==> src/design/pfr_pkg.sv <==
// ----------------------------------------------------------------------------
// pfr_pkg: shared types and constants of the page frame replacement core
// Holds the controller state type, the command and status bundles between
// the controller and the datapath, and the register map.
// ----------------------------------------------------------------------------
package pfr_pkg;

    // Register map and port widths
    localparam int CFG_W     = 4;
    localparam int CFG_IDX_W = 2;
    localparam int SLOT_W    = 3;
    localparam int CNT_W     = 32;

    localparam logic [CFG_IDX_W-1:0] REG_FRAMES_IN_USE = CFG_IDX_W'(0);
    localparam logic [CFG_IDX_W-1:0] REG_POLICY        = CFG_IDX_W'(1);

    localparam logic [CFG_W-1:0] FRAMES_IN_USE_RST = CFG_W'(3);

    localparam logic POLICY_FIFO = 1'b0;
    localparam logic POLICY_LRU  = 1'b1;
    localparam logic POLICY_RST  = POLICY_LRU;

    // Controller states
    typedef enum logic [2:0] {
        ST_IDLE,
        ST_MOD,
        ST_SCAN,
        ST_SCAN_END,
        ST_DECIDE,
        ST_TOUCH,
        ST_TOUCH_END,
        ST_COMMIT
    } t_state;

    // Controller to datapath
    typedef struct packed {
        logic load;      // latch the reference and restart the frame index
        logic mod_step;  // subtract the active count from the FIFO slot
        logic rd_scan;   // read frame at the index for the lookup pass
        logic rd_touch;  // read frame at the index for the recency pass
        logic decide;    // pick the slot and restart the frame index
        logic commit;    // write the page, counters and the result
    } t_cmd;

    // Datapath to controller
    typedef struct packed {
        logic ptr_ge_n;  // FIFO slot still at or above the active count
        logic idx_last;  // frame index at the last active frame
    } t_stat;

endpackage

==> src/design/pfr_ctrl.sv <==
// ----------------------------------------------------------------------------
// pfr_ctrl: sequencer of the page frame replacement core
// Steps one reference through the FIFO slot reduction, the lookup pass over
// the active frames, the slot choice, the recency pass and the commit.
// ----------------------------------------------------------------------------
module pfr_ctrl
    import pfr_pkg::*;
(
    input  logic  i_clk,
    input  logic  i_rst_n,
    input  logic  i_start,
    input  t_stat i_stat,
    output t_cmd  o_cmd,
    output logic  o_busy
);

    t_state r_state;
    t_state n_state;

    // State register
    always_ff @(posedge i_clk) begin
        if (!i_rst_n) begin
            r_state <= ST_IDLE;
        end else begin
            r_state <= n_state;
        end
    end

    // Next state and commands
    always_comb begin
        n_state = r_state;
        o_cmd   = '0;
        o_busy  = 1'b1;
        unique case (r_state)
            ST_IDLE: begin
                o_busy = 1'b0;
                if (i_start) begin
                    o_cmd.load = 1'b1;
                    n_state    = ST_MOD;
                end
            end
            ST_MOD: begin
                if (i_stat.ptr_ge_n) begin
                    o_cmd.mod_step = 1'b1;
                end else begin
                    n_state = ST_SCAN;
                end
            end
            ST_SCAN: begin
                o_cmd.rd_scan = 1'b1;
                if (i_stat.idx_last) begin
                    n_state = ST_SCAN_END;
                end
            end
            ST_SCAN_END: begin
                n_state = ST_DECIDE;
            end
            ST_DECIDE: begin
                o_cmd.decide = 1'b1;
                n_state      = ST_TOUCH;
            end
            ST_TOUCH: begin
                o_cmd.rd_touch = 1'b1;
                if (i_stat.idx_last) begin
                    n_state = ST_TOUCH_END;
                end
            end
            ST_TOUCH_END: begin
                n_state = ST_COMMIT;
            end
            ST_COMMIT: begin
                o_cmd.commit = 1'b1;
                n_state      = ST_IDLE;
            end
            default: begin
                n_state = ST_IDLE;
            end
        endcase
    end

    // Every pass ends in a commit and a return to idle
    a_commit_to_idle: assert property (@(posedge i_clk) disable iff (!i_rst_n)
        o_cmd.commit |=> !o_busy)
        else $error("commit not followed by idle");

    // A reference is only loaded when idle
    a_load_idle: assert property (@(posedge i_clk) disable iff (!i_rst_n)
        o_cmd.load |-> (r_state == ST_IDLE))
        else $error("load outside idle");

    // Lookup and recency reads never overlap
    a_rd_excl: assert property (@(posedge i_clk) disable iff (!i_rst_n)
        !(o_cmd.rd_scan && o_cmd.rd_touch))
        else $error("overlapping frame reads");

endmodule

==> src/design/pfr_dpath.sv <==
// ----------------------------------------------------------------------------
// pfr_dpath: frame table datapath of the page frame replacement core
// Holds the page and rank memories, the valid bits, the FIFO pointer, the
// lookup results, the saturating counters and the result registers.
// ----------------------------------------------------------------------------
module pfr_dpath
    import pfr_pkg::*;
#(
    parameter int FRAMES    = 8,
    parameter int PAGE_BITS = 16
) (
    input  logic                 i_clk,
    input  logic                 i_rst_n,
    input  t_cmd                 i_cmd,
    output t_stat                o_stat,
    input  logic [PAGE_BITS-1:0] i_page_number,
    input  logic [CFG_W-1:0]     i_frames_in_use,
    input  logic                 i_policy,
    output logic                 o_done,
    output logic                 o_hit,
    output logic [SLOT_W-1:0]    o_slot,
    output logic                 o_evicted_valid,
    output logic [PAGE_BITS-1:0] o_evicted_page,
    output logic [CNT_W-1:0]     o_hit_count,
    output logic [CNT_W-1:0]     o_fault_count
);

    localparam int IDX_W = (FRAMES > 1) ? $clog2(FRAMES) : 1;
    localparam int OLD_W = IDX_W + 1;
    localparam int N_W   = ((OLD_W > CFG_W) ? OLD_W : CFG_W) + 1;

    localparam logic [N_W-1:0]   FRAMES_N  = N_W'(FRAMES);
    localparam logic [OLD_W-1:0] OLD_EMPTY = OLD_W'(FRAMES);
    localparam logic [IDX_W-1:0] RANK_TOP  = IDX_W'(FRAMES - 1);

    // Memories
    logic [PAGE_BITS-1:0] page_mem [FRAMES];
    logic [IDX_W-1:0]     rank_mem [FRAMES];

    // Control state
    logic [FRAMES-1:0]    r_valid;
    logic [IDX_W-1:0]     r_fifo_ptr;
    logic [CNT_W-1:0]     r_hits;
    logic [CNT_W-1:0]     r_faults;
    logic                 r_done;
    logic                 r_rd_vld;
    logic                 r_rd_touch;

    // Per-reference working registers
    logic [PAGE_BITS-1:0] r_page;
    logic [N_W-1:0]       r_n;
    logic                 r_policy;
    logic [IDX_W-1:0]     r_fslot;
    logic [IDX_W-1:0]     r_idx;
    logic [IDX_W-1:0]     r_rd_idx;
    logic [PAGE_BITS-1:0] r_pg_q;
    logic [IDX_W-1:0]     r_rk_q;

    // Lookup results
    logic                 r_hit;
    logic [IDX_W-1:0]     r_hslot;
    logic [IDX_W-1:0]     r_hrank;
    logic                 r_inv_found;
    logic [IDX_W-1:0]     r_inv_slot;
    logic [IDX_W-1:0]     r_best_slot;
    logic [IDX_W-1:0]     r_best_rank;
    logic [PAGE_BITS-1:0] r_best_page;
    logic                 r_f_valid;
    logic [IDX_W-1:0]     r_f_rank;
    logic [PAGE_BITS-1:0] r_f_page;

    // Chosen slot
    logic [IDX_W-1:0]     r_slot;
    logic [OLD_W-1:0]     r_old;
    logic                 r_ev_valid;
    logic [PAGE_BITS-1:0] r_ev_page;

    // Result registers
    logic                 r_out_hit;
    logic [SLOT_W-1:0]    r_out_slot;
    logic                 r_out_ev_valid;
    logic [PAGE_BITS-1:0] r_out_ev_page;

    logic [N_W-1:0]       w_n;
    logic                 w_rd;
    logic                 w_scan_eval;
    logic                 w_touch_eval;
    logic                 w_eval_v;
    logic                 w_rk_we;
    logic [IDX_W-1:0]     w_rk_wdata;
    logic [N_W-1:0]       w_slot_next;

    // Clamp the active frame count to one through FRAMES
    always_comb begin
        if (i_frames_in_use == '0) begin
            w_n = N_W'(1);
        end else if (N_W'(i_frames_in_use) > FRAMES_N) begin
            w_n = FRAMES_N;
        end else begin
            w_n = N_W'(i_frames_in_use);
        end
    end

    assign o_stat.ptr_ge_n = (N_W'(r_fslot) >= r_n);
    assign o_stat.idx_last = (N_W'(r_idx) == (r_n - N_W'(1)));

    assign w_rd         = i_cmd.rd_scan || i_cmd.rd_touch;
    assign w_scan_eval  = r_rd_vld && !r_rd_touch;
    assign w_touch_eval = r_rd_vld && r_rd_touch;
    assign w_eval_v     = r_valid[r_rd_idx];

    // Age the frames younger than the touched one, make the touched one newest
    always_comb begin
        w_rk_we    = 1'b0;
        w_rk_wdata = r_rk_q + IDX_W'(1);
        if (w_touch_eval) begin
            if (r_rd_idx == r_slot) begin
                w_rk_we    = 1'b1;
                w_rk_wdata = '0;
            end else if (w_eval_v && (OLD_W'(r_rk_q) < r_old) && (r_rk_q < RANK_TOP)) begin
                w_rk_we = 1'b1;
            end
        end
    end

    assign w_slot_next = N_W'(r_slot) + N_W'(1);

    // Page and rank memories
    always_ff @(posedge i_clk) begin
        if (w_rd) begin
            r_pg_q <= page_mem[r_idx];
            r_rk_q <= rank_mem[r_idx];
        end
        if (w_rk_we) begin
            rank_mem[r_rd_idx] <= w_rk_wdata;
        end
        if (i_cmd.commit) begin
            page_mem[r_slot] <= r_page;
        end
    end

    // Control state: valid bits, pointer, counters, read tracking, strobe
    always_ff @(posedge i_clk) begin
        if (!i_rst_n) begin
            r_valid    <= '0;
            r_fifo_ptr <= '0;
            r_hits     <= '0;
            r_faults   <= '0;
            r_done     <= 1'b0;
            r_rd_vld   <= 1'b0;
            r_rd_touch <= 1'b0;
        end else begin
            r_done     <= i_cmd.commit;
            r_rd_vld   <= w_rd;
            r_rd_touch <= i_cmd.rd_touch;
            if (i_cmd.commit) begin
                r_valid[r_slot] <= 1'b1;
                if (r_hit) begin
                    if (r_hits != '1) begin
                        r_hits <= r_hits + CNT_W'(1);
                    end
                end else begin
                    if (r_faults != '1) begin
                        r_faults <= r_faults + CNT_W'(1);
                    end
                    if (r_policy == POLICY_FIFO) begin
                        r_fifo_ptr <= (w_slot_next == r_n) ? '0 : IDX_W'(w_slot_next);
                    end
                end
            end
        end
    end

    // Working registers: load, FIFO slot reduction, lookup, slot choice
    always_ff @(posedge i_clk) begin
        // Latch the reference
        if (i_cmd.load) begin
            r_page      <= i_page_number;
            r_n         <= w_n;
            r_policy    <= i_policy;
            r_fslot     <= r_fifo_ptr;
            r_idx       <= '0;
            r_hit       <= 1'b0;
            r_inv_found <= 1'b0;
            r_best_slot <= '0;
            r_best_rank <= '0;
            r_f_valid   <= 1'b0;
        end

        // Reduce the FIFO pointer below the active count
        if (i_cmd.mod_step) begin
            r_fslot <= IDX_W'(N_W'(r_fslot) - r_n);
        end

        // Advance the frame index
        if (w_rd) begin
            r_idx    <= r_idx + IDX_W'(1);
            r_rd_idx <= r_idx;
        end

        // Lookup: first match, first empty, oldest, FIFO candidate
        if (w_scan_eval) begin
            if (w_eval_v && (r_pg_q == r_page) && !r_hit) begin
                r_hit   <= 1'b1;
                r_hslot <= r_rd_idx;
                r_hrank <= r_rk_q;
            end
            if (!w_eval_v && !r_inv_found) begin
                r_inv_found <= 1'b1;
                r_inv_slot  <= r_rd_idx;
            end
            if ((r_rd_idx == '0) || (r_rk_q > r_best_rank)) begin
                r_best_slot <= r_rd_idx;
                r_best_rank <= r_rk_q;
                r_best_page <= r_pg_q;
            end
            if (r_rd_idx == r_fslot) begin
                r_f_valid <= w_eval_v;
                r_f_rank  <= r_rk_q;
                r_f_page  <= r_pg_q;
            end
        end

        // Pick the slot and the rank it leaves
        if (i_cmd.decide) begin
            r_idx <= '0;
            priority if (r_hit) begin
                r_slot     <= r_hslot;
                r_old      <= OLD_W'(r_hrank);
                r_ev_valid <= 1'b0;
                r_ev_page  <= '0;
            end else if (r_policy == POLICY_FIFO) begin
                r_slot     <= r_fslot;
                r_old      <= r_f_valid ? OLD_W'(r_f_rank) : OLD_EMPTY;
                r_ev_valid <= r_f_valid;
                r_ev_page  <= r_f_valid ? r_f_page : '0;
            end else if (r_inv_found) begin
                r_slot     <= r_inv_slot;
                r_old      <= OLD_EMPTY;
                r_ev_valid <= 1'b0;
                r_ev_page  <= '0;
            end else begin
                r_slot     <= r_best_slot;
                r_old      <= OLD_W'(r_best_rank);
                r_ev_valid <= 1'b1;
                r_ev_page  <= r_best_page;
            end
        end

        // Hold the result for the strobe
        if (i_cmd.commit) begin
            r_out_hit      <= r_hit;
            r_out_slot     <= SLOT_W'(r_slot);
            r_out_ev_valid <= r_ev_valid;
            r_out_ev_page  <= r_ev_page;
        end
    end

    assign o_done          = r_done;
    assign o_hit           = r_out_hit;
    assign o_slot          = r_out_slot;
    assign o_evicted_valid = r_out_ev_valid;
    assign o_evicted_page  = r_out_ev_page;
    assign o_hit_count     = r_hits;
    assign o_fault_count   = r_faults;

    // The result strobe follows a commit
    a_done_after_commit: assert property (@(posedge i_clk) disable iff (!i_rst_n)
        o_done |-> $past(i_cmd.commit))
        else $error("result strobe without commit");

    // The chosen slot lies among the active frames
    a_slot_active: assert property (@(posedge i_clk) disable iff (!i_rst_n)
        i_cmd.commit |-> (N_W'(r_slot) < r_n))
        else $error("slot outside active frames");

    // A hit never displaces a page
    a_hit_no_evict: assert property (@(posedge i_clk) disable iff (!i_rst_n)
        (o_done && o_hit) |-> !o_evicted_valid)
        else $error("eviction reported on a hit");

    // Committed frame is valid afterwards
    a_commit_valid: assert property (@(posedge i_clk) disable iff (!i_rst_n)
        i_cmd.commit |=> r_valid[$past(r_slot)])
        else $error("committed frame not valid");

endmodule

==> src/design/page_frame_replacement_core.sv <==
// ----------------------------------------------------------------------------
// page_frame_replacement_core: FIFO / LRU page frame replacement table
// Fully associative frame table. Each reference reports hit or fault, the
// frame used, any displaced page and saturating hit and fault counts.
//
//   channel   handshake              payload
//   --------  ---------------------  ------------------------------------------
//   request   i_start, o_busy        i_page_number
//   result    o_done (one cycle)     o_hit, o_slot, o_evicted_valid,
//                                    o_evicted_page, o_hit_count, o_fault_count
//   config    i_cfg_we               i_cfg_idx, i_cfg_wdata
//
// A reference is transferred when i_start is high and o_busy is low. It goes
// through two passes over the frame memories (lookup, then recency update),
// each over the n active frames, n the active frame count; a FIFO pointer
// left above a lowered frame count is first reduced by repeated subtraction
// of n. o_busy falls in the cycle that shows the result, so the next
// reference may be transferred at once. Reset is synchronous, active low, and
// empties every frame. The receiver takes every result as shown.
// ----------------------------------------------------------------------------
module page_frame_replacement_core
    import pfr_pkg::*;
#(
    parameter int FRAMES    = 8,
    parameter int PAGE_BITS = 16
) (
    input  logic                 i_clk,
    input  logic                 i_rst_n,
    input  logic                 i_start,
    output logic                 o_busy,
    input  logic [PAGE_BITS-1:0] i_page_number,
    input  logic                 i_cfg_we,
    input  logic [CFG_IDX_W-1:0] i_cfg_idx,
    input  logic [CFG_W-1:0]     i_cfg_wdata,
    output logic                 o_done,
    output logic                 o_hit,
    output logic [SLOT_W-1:0]    o_slot,
    output logic                 o_evicted_valid,
    output logic [PAGE_BITS-1:0] o_evicted_page,
    output logic [CNT_W-1:0]     o_hit_count,
    output logic [CNT_W-1:0]     o_fault_count
);

    logic [CFG_W-1:0] r_frames_in_use;
    logic             r_policy;
    t_cmd             w_cmd;
    t_stat            w_stat;

    // Configuration registers; unknown indexes drop
    always_ff @(posedge i_clk) begin
        if (!i_rst_n) begin
            r_frames_in_use <= FRAMES_IN_USE_RST;
            r_policy        <= POLICY_RST;
        end else if (i_cfg_we) begin
            if (i_cfg_idx == REG_FRAMES_IN_USE) begin
                r_frames_in_use <= i_cfg_wdata;
            end else if (i_cfg_idx == REG_POLICY) begin
                r_policy <= i_cfg_wdata[0];
            end
        end
    end

    pfr_ctrl u_ctrl (
        .i_clk   (i_clk),
        .i_rst_n (i_rst_n),
        .i_start (i_start),
        .i_stat  (w_stat),
        .o_cmd   (w_cmd),
        .o_busy  (o_busy)
    );

    pfr_dpath #(
        .FRAMES    (FRAMES),
        .PAGE_BITS (PAGE_BITS)
    ) u_dpath (
        .i_clk           (i_clk),
        .i_rst_n         (i_rst_n),
        .i_cmd           (w_cmd),
        .o_stat          (w_stat),
        .i_page_number   (i_page_number),
        .i_frames_in_use (r_frames_in_use),
        .i_policy        (r_policy),
        .o_done          (o_done),
        .o_hit           (o_hit),
        .o_slot          (o_slot),
        .o_evicted_valid (o_evicted_valid),
        .o_evicted_page  (o_evicted_page),
        .o_hit_count     (o_hit_count),
        .o_fault_count   (o_fault_count)
    );

endmodule

==> config.mk <==
export PLATFORM = sky130hd
export DESIGN_NAME = page_frame_replacement_core
export DESIGN_NICKNAME = d
export VERILOG_FILES = /design/src/design/pfr_pkg.sv /design/src/design/pfr_ctrl.sv /design/src/design/pfr_dpath.sv /design/src/design/page_frame_replacement_core.sv
export SDC_FILE = /design/constraint.sdc
export NUM_CORES = 1
export LEC_CHECK = 0
export BUFFER_PORTS_ARGS = -buffer_cell sky130_fd_sc_hd__buf_4
export CORE_MARGIN = 2
export CORE_UTILIZATION = 42
export DETAILED_ROUTE_END_ITERATION = 8
export GPL_TIMING_DRIVEN = 1
export PLACE_DENSITY_LB_ADDON = 0.25
export SLEW_MARGIN = 20
export SYNTH_ARGS = -nofsm -noshare
export SYNTH_HDL_FRONTEND = slang
export SYNTH_SLANG_ARGS = --single-unit
==> constraint.sdc <==
create_clock -name i_clk -period 3.3 [get_ports i_clk]
set_input_delay 0.33 -clock i_clk [delete_from_list [all_inputs] [get_ports i_clk]]
set_output_delay 0.33 -clock i_clk [all_outputs]
set_load 0.03 [all_outputs]
==> impl_metrics.ini <==
[finish]
nNetsFinal = 1303
n_antenna_cell = 0
drive_gt1_share_pct = 22.15
syn_to_final_growth_pct = 19.70
final_core_util_pct = 51.08

[clock_network]
clk_pin_slew_ns = 0.05
insertion_delay_ns = 0.55
cts_tree = done
cts_root_buffer = clkbuf_16
cts.sinks = 385
htreeDepth = 2
cts_buffers = 42
ctsResizeCount = 0
cts_buffer_depth = 3

[pwr]
seq_power_share_pct = 48.4
p_leak_nw = 6.433
p_comb_share_pct = 13.3
p_int_mw = 9.313
p_sw_mw = 3.082
p_clk_share_pct = 38.3
swShare_pct = 24.86
peakVddDrop_v = 0.0004523
power_density_nw_per_um2 = 661.2

[setup_path]
crit_chain = xor2_1, nor4_1, o22ai_1, nor4_1
crit_path_end_kind = register
cpPeakStageDelay_ns = 0.69
r2r_cells = 4
cp_common_cell = nor4_1
r2r_end = u_dpath.rank_mem[1][0]
cp_max_fo = 10
crit_required_ns = 3.47
r2r-start = u_dpath.r_slot[1]
crit_slowest_cell = nor4_1
startpoint_type = register
rrSetupSlack_ns = 0.48
crit_arrival_ns = 2.99
critPathKind = register to register

[global_routing]
grt_max_degree = 41
grt_pass1_wl_um = 52840
antenna_found_initial = 0
track_usage_pct = 17.52
grt_overflow = 0
grt_pass1_vias = 9387

[sta]
fin_setup_tns_ns = 0
fin_worst_skew_ns = 0.02644
final.setup.worst_slack_ns = 0.4813
rsz0062_at_grt = false
max_freq_mhz = 354.8
slew_violations = 0
fin_crit_ns = 2.819
fin_crit_sh_pct = 85.42
timing_hold_violations_final = 0
slew_headroom_pct = 39.54
finalSetupViolCount = 0
worstMarginPinSlew_ns = 0.9049

[yosys]
async_flop_share_pct = 0
ys.flop_type = edfxtp_1
syn_area_um2 = 15660
synthesis.nets = 1147
synth-seq-cells = 385
syn_area_per_cell_um2 = 14.21
synth_sequential_area_ratio_pct = 67.56
ys_warn_count = 0
synth_edf_count = 287
synth_cell_type_count = 58
syn_inst = 1102

[die]
dieArea_um2 = 38850
core_um2 = 36700
start_util_pct = 42.67
io_pins = 113
rows = 70
die_w_um = 197.1
dieHeight_um = 197.1

[routing]
wl_met2_um = 16100
dr.pass1.iters = 5
drt-met1-wl_um = 15530
routed.top_layer = met4
wire_per_inst_um = 19.16
wl_um = 33710
drt_iter0_drc = 647
drc = 0
routed-wl-met3_um = 1382
vias_per_cell = 5.424
ant_nets = 0
vias = 9540

[job]
cap_violations = 0

[worst_hold_path]
whs_path_depth = 3
min_from = i_cfg_wdata[0]
min_to = r_policy
hp-class = input port to register

[placed_design]
gp_congestion = 0.8095
dp_slack_ns = 0.4772
hpwl_um = 21850
port_buffers = 112

[outcome]
run_status = finished clean
placed cells by master, fill, tap and decap left out, types with 5 or more instances in the layout:
cell | synthesis | routed
edfxtp_1 | 287 | 287
buf_4 | 0 | 146
dfxtp_1 | 98 | 96
nor2_1 | 74 | 74
nand2_1 | 60 | 60
o21ai_0 | 50 | 50
a21oi_1 | 44 | 44
clkbuf_16 | 0 | 42
mux4_2 | 38 | 38
nand3_1 | 33 | 33
inv_1 | 31 | 31
xor2_1 | 28 | 28
or3_1 | 28 | 28
a22oi_1 | 21 | 21
mux2i_1 | 21 | 21
mux2_2 | 21 | 21
nand4_1 | 20 | 20
nor4_1 | 20 | 18
ha_1 | 18 | 18
xnor2_1 | 17 | 17
dlygate4sd3_1 | 0 | 17
o31ai_1 | 14 | 14
nand2b_1 | 13 | 13
or4_1 | 11 | 11
and3_1 | 10 | 10
clkbuf_1 | 38 | 9
nor2b_1 | 8 | 8
clkinv_1 | 0 | 8
and4_1 | 7 | 7
o21a_1 | 7 | 7
nor3_1 | 10 | 6
a211oi_1 | 6 | 6
clkinv_2 | 0 | 6
bufinv_16 | 0 | 6
nand3b_1 | 5 | 5
stage by stage:
| step | cells | total power, mW | hold WS (ns) | cell area [µm²] |
|---|---|---|---|---|
| 2_1_floorplan | 1102 | 7.186 | 0.4003 | 15670 |
| 4_1_cts | 1759 | 12.54 | 0.005847 | 18750 |
| 5_1_grt | 1759 | 12.91 | 0.04266 | 18750 |
| 6_report | 1759 | 12.39 | 0.02634 | 18750 |
| 3_5_place_dp | 1665 | 7.762 | 0.4052 | 17180 |
| 3_3_place_gp | 1665 | 7.721 | 0.4028 | 17180 |
kinds of logic after synthesis:
kind of cell,after synthesis,synth area share [%]
simple gates,317,10.86
fa+ha+maj,19,1.566
compound gates,172,6.951
flops,385,67.56
xor+xnor,45,2.517
buf+inv,84,2.229
mux,80,8.317
sequential cells by signal (all words and copies together), names as in the netlist, 4 cells and up:
register                cells
u_dpath.rank_mem           24
u_dpath.page_mem          128
u_dpath.r_old               4
u_dpath.o_hit_count        32
r_frames_in_use             4
u_dpath.o_evicted_page     16
u_dpath.r_pg_q             16
u_dpath.r_n                 4
u_dpath.r_best_page        16
u_dpath.r_page             16
u_dpath.r_ev_page          16
u_dpath.o_fault_count      32
u_dpath.r_valid             8
u_dpath.r_f_page           16
metal layers:
| metal | global-route usage [%] | vias up |
|---|---|---|
| li1 | - | 4557 |
| met1 | 24.00 | 4754 |
| met2 | 28.78 | 184 |
| met3 | 2.937 | 45 |
| met4 | 5.319 | 0 |
| met5 | 0 | - |
worst max path at each step:
stage	depth (start not counted)	from	to	slack, ns
3_3_place_gp	4	u_dpath.r_slot[1]	u_dpath.rank_mem[1][1]	0.66
3_5_place_dp	4	u_dpath.r_slot[1]	u_dpath.rank_mem[1][0]	0.48
5_1_grt	4	u_dpath.r_slot[1]	u_dpath.rank_mem[5][0]	0.29
4_1_cts	4	u_dpath.r_slot[1]	u_dpath.rank_mem[1][0]	0.49
6_report	4	u_dpath.r_slot[1]	u_dpath.rank_mem[1][0]	0.48
2_1_floorplan	5	u_ctrl.r_state[0]	u_dpath.page_mem[1][0]	0.28
layout make-up:
type,instances,area [µm²]
Tap cell,468,585.6
Fill cell,3063,17950
Clock inverter,25,300.3
Timing Repair Buffer,164,1286
Sequential cell,385,10580
Inverter,32,120.1
Clock buffer,52,1099
Multi-Input combinational cell,633,4772
critical path: cells and delay by family (launching register included):
family,cells,cell delay [ns]
compound gates,1,0.42
xor+xnor,1,0.22
flops,1,0.54
simple gates,2,1.27
synth_stat cells, types with 6 or more instances:
library cell | number | area [µm²]
nor2b_1 | 8 | 50.05
o31ai_1 | 14 | 105.1
or4_1 | 11 | 82.58
xnor2_1 | 17 | 148.9
nand2_1 | 60 | 225.2
nand2b_1 | 13 | 81.33
inv_1 | 31 | 116.4
edfxtp_1 | 287 | 8618
a21oi_1 | 44 | 220.2
xor2_1 | 28 | 245.2
a22oi_1 | 21 | 157.7
nand3_1 | 33 | 165.2
dfxtp_1 | 98 | 1962
mux2_2 | 21 | 236.5
buf_2 | 9 | 45.04
or3_1 | 28 | 175.2
o21a_1 | 7 | 52.55
o21ai_0 | 50 | 250.2
nor2_1 | 74 | 277.8
mux2i_1 | 21 | 210.2
a211oi_1 | 6 | 45.04
clkbuf_1 | 38 | 142.6
mux4_2 | 38 | 855.8
nor3_1 | 10 | 50.05
and4_1 | 7 | 61.31
and3_1 | 10 | 62.56
ha_1 | 18 | 225.2
nor4_1 | 20 | 125.1
nand4_1 | 20 | 125.1
power groups by stage:
stage	clock network, mW	registers [mW]	logic (mW)
after floorplan	0	5.89	1.30
after global placement	0	6.09	1.64
after detailed placement	0	6.11	1.66
after CTS	4.85	6.00	1.68
after global routing	5.04	6.04	1.82
final	4.75	6.00	1.65
repair_timing:
item,CTS,global route
setup endpoints to repair,0,0
setup buffers,0,0
endpoints found under the hold margin,17,0
hold buffers,17,0
Note: power is estimated with default switching activity, not from simulation.
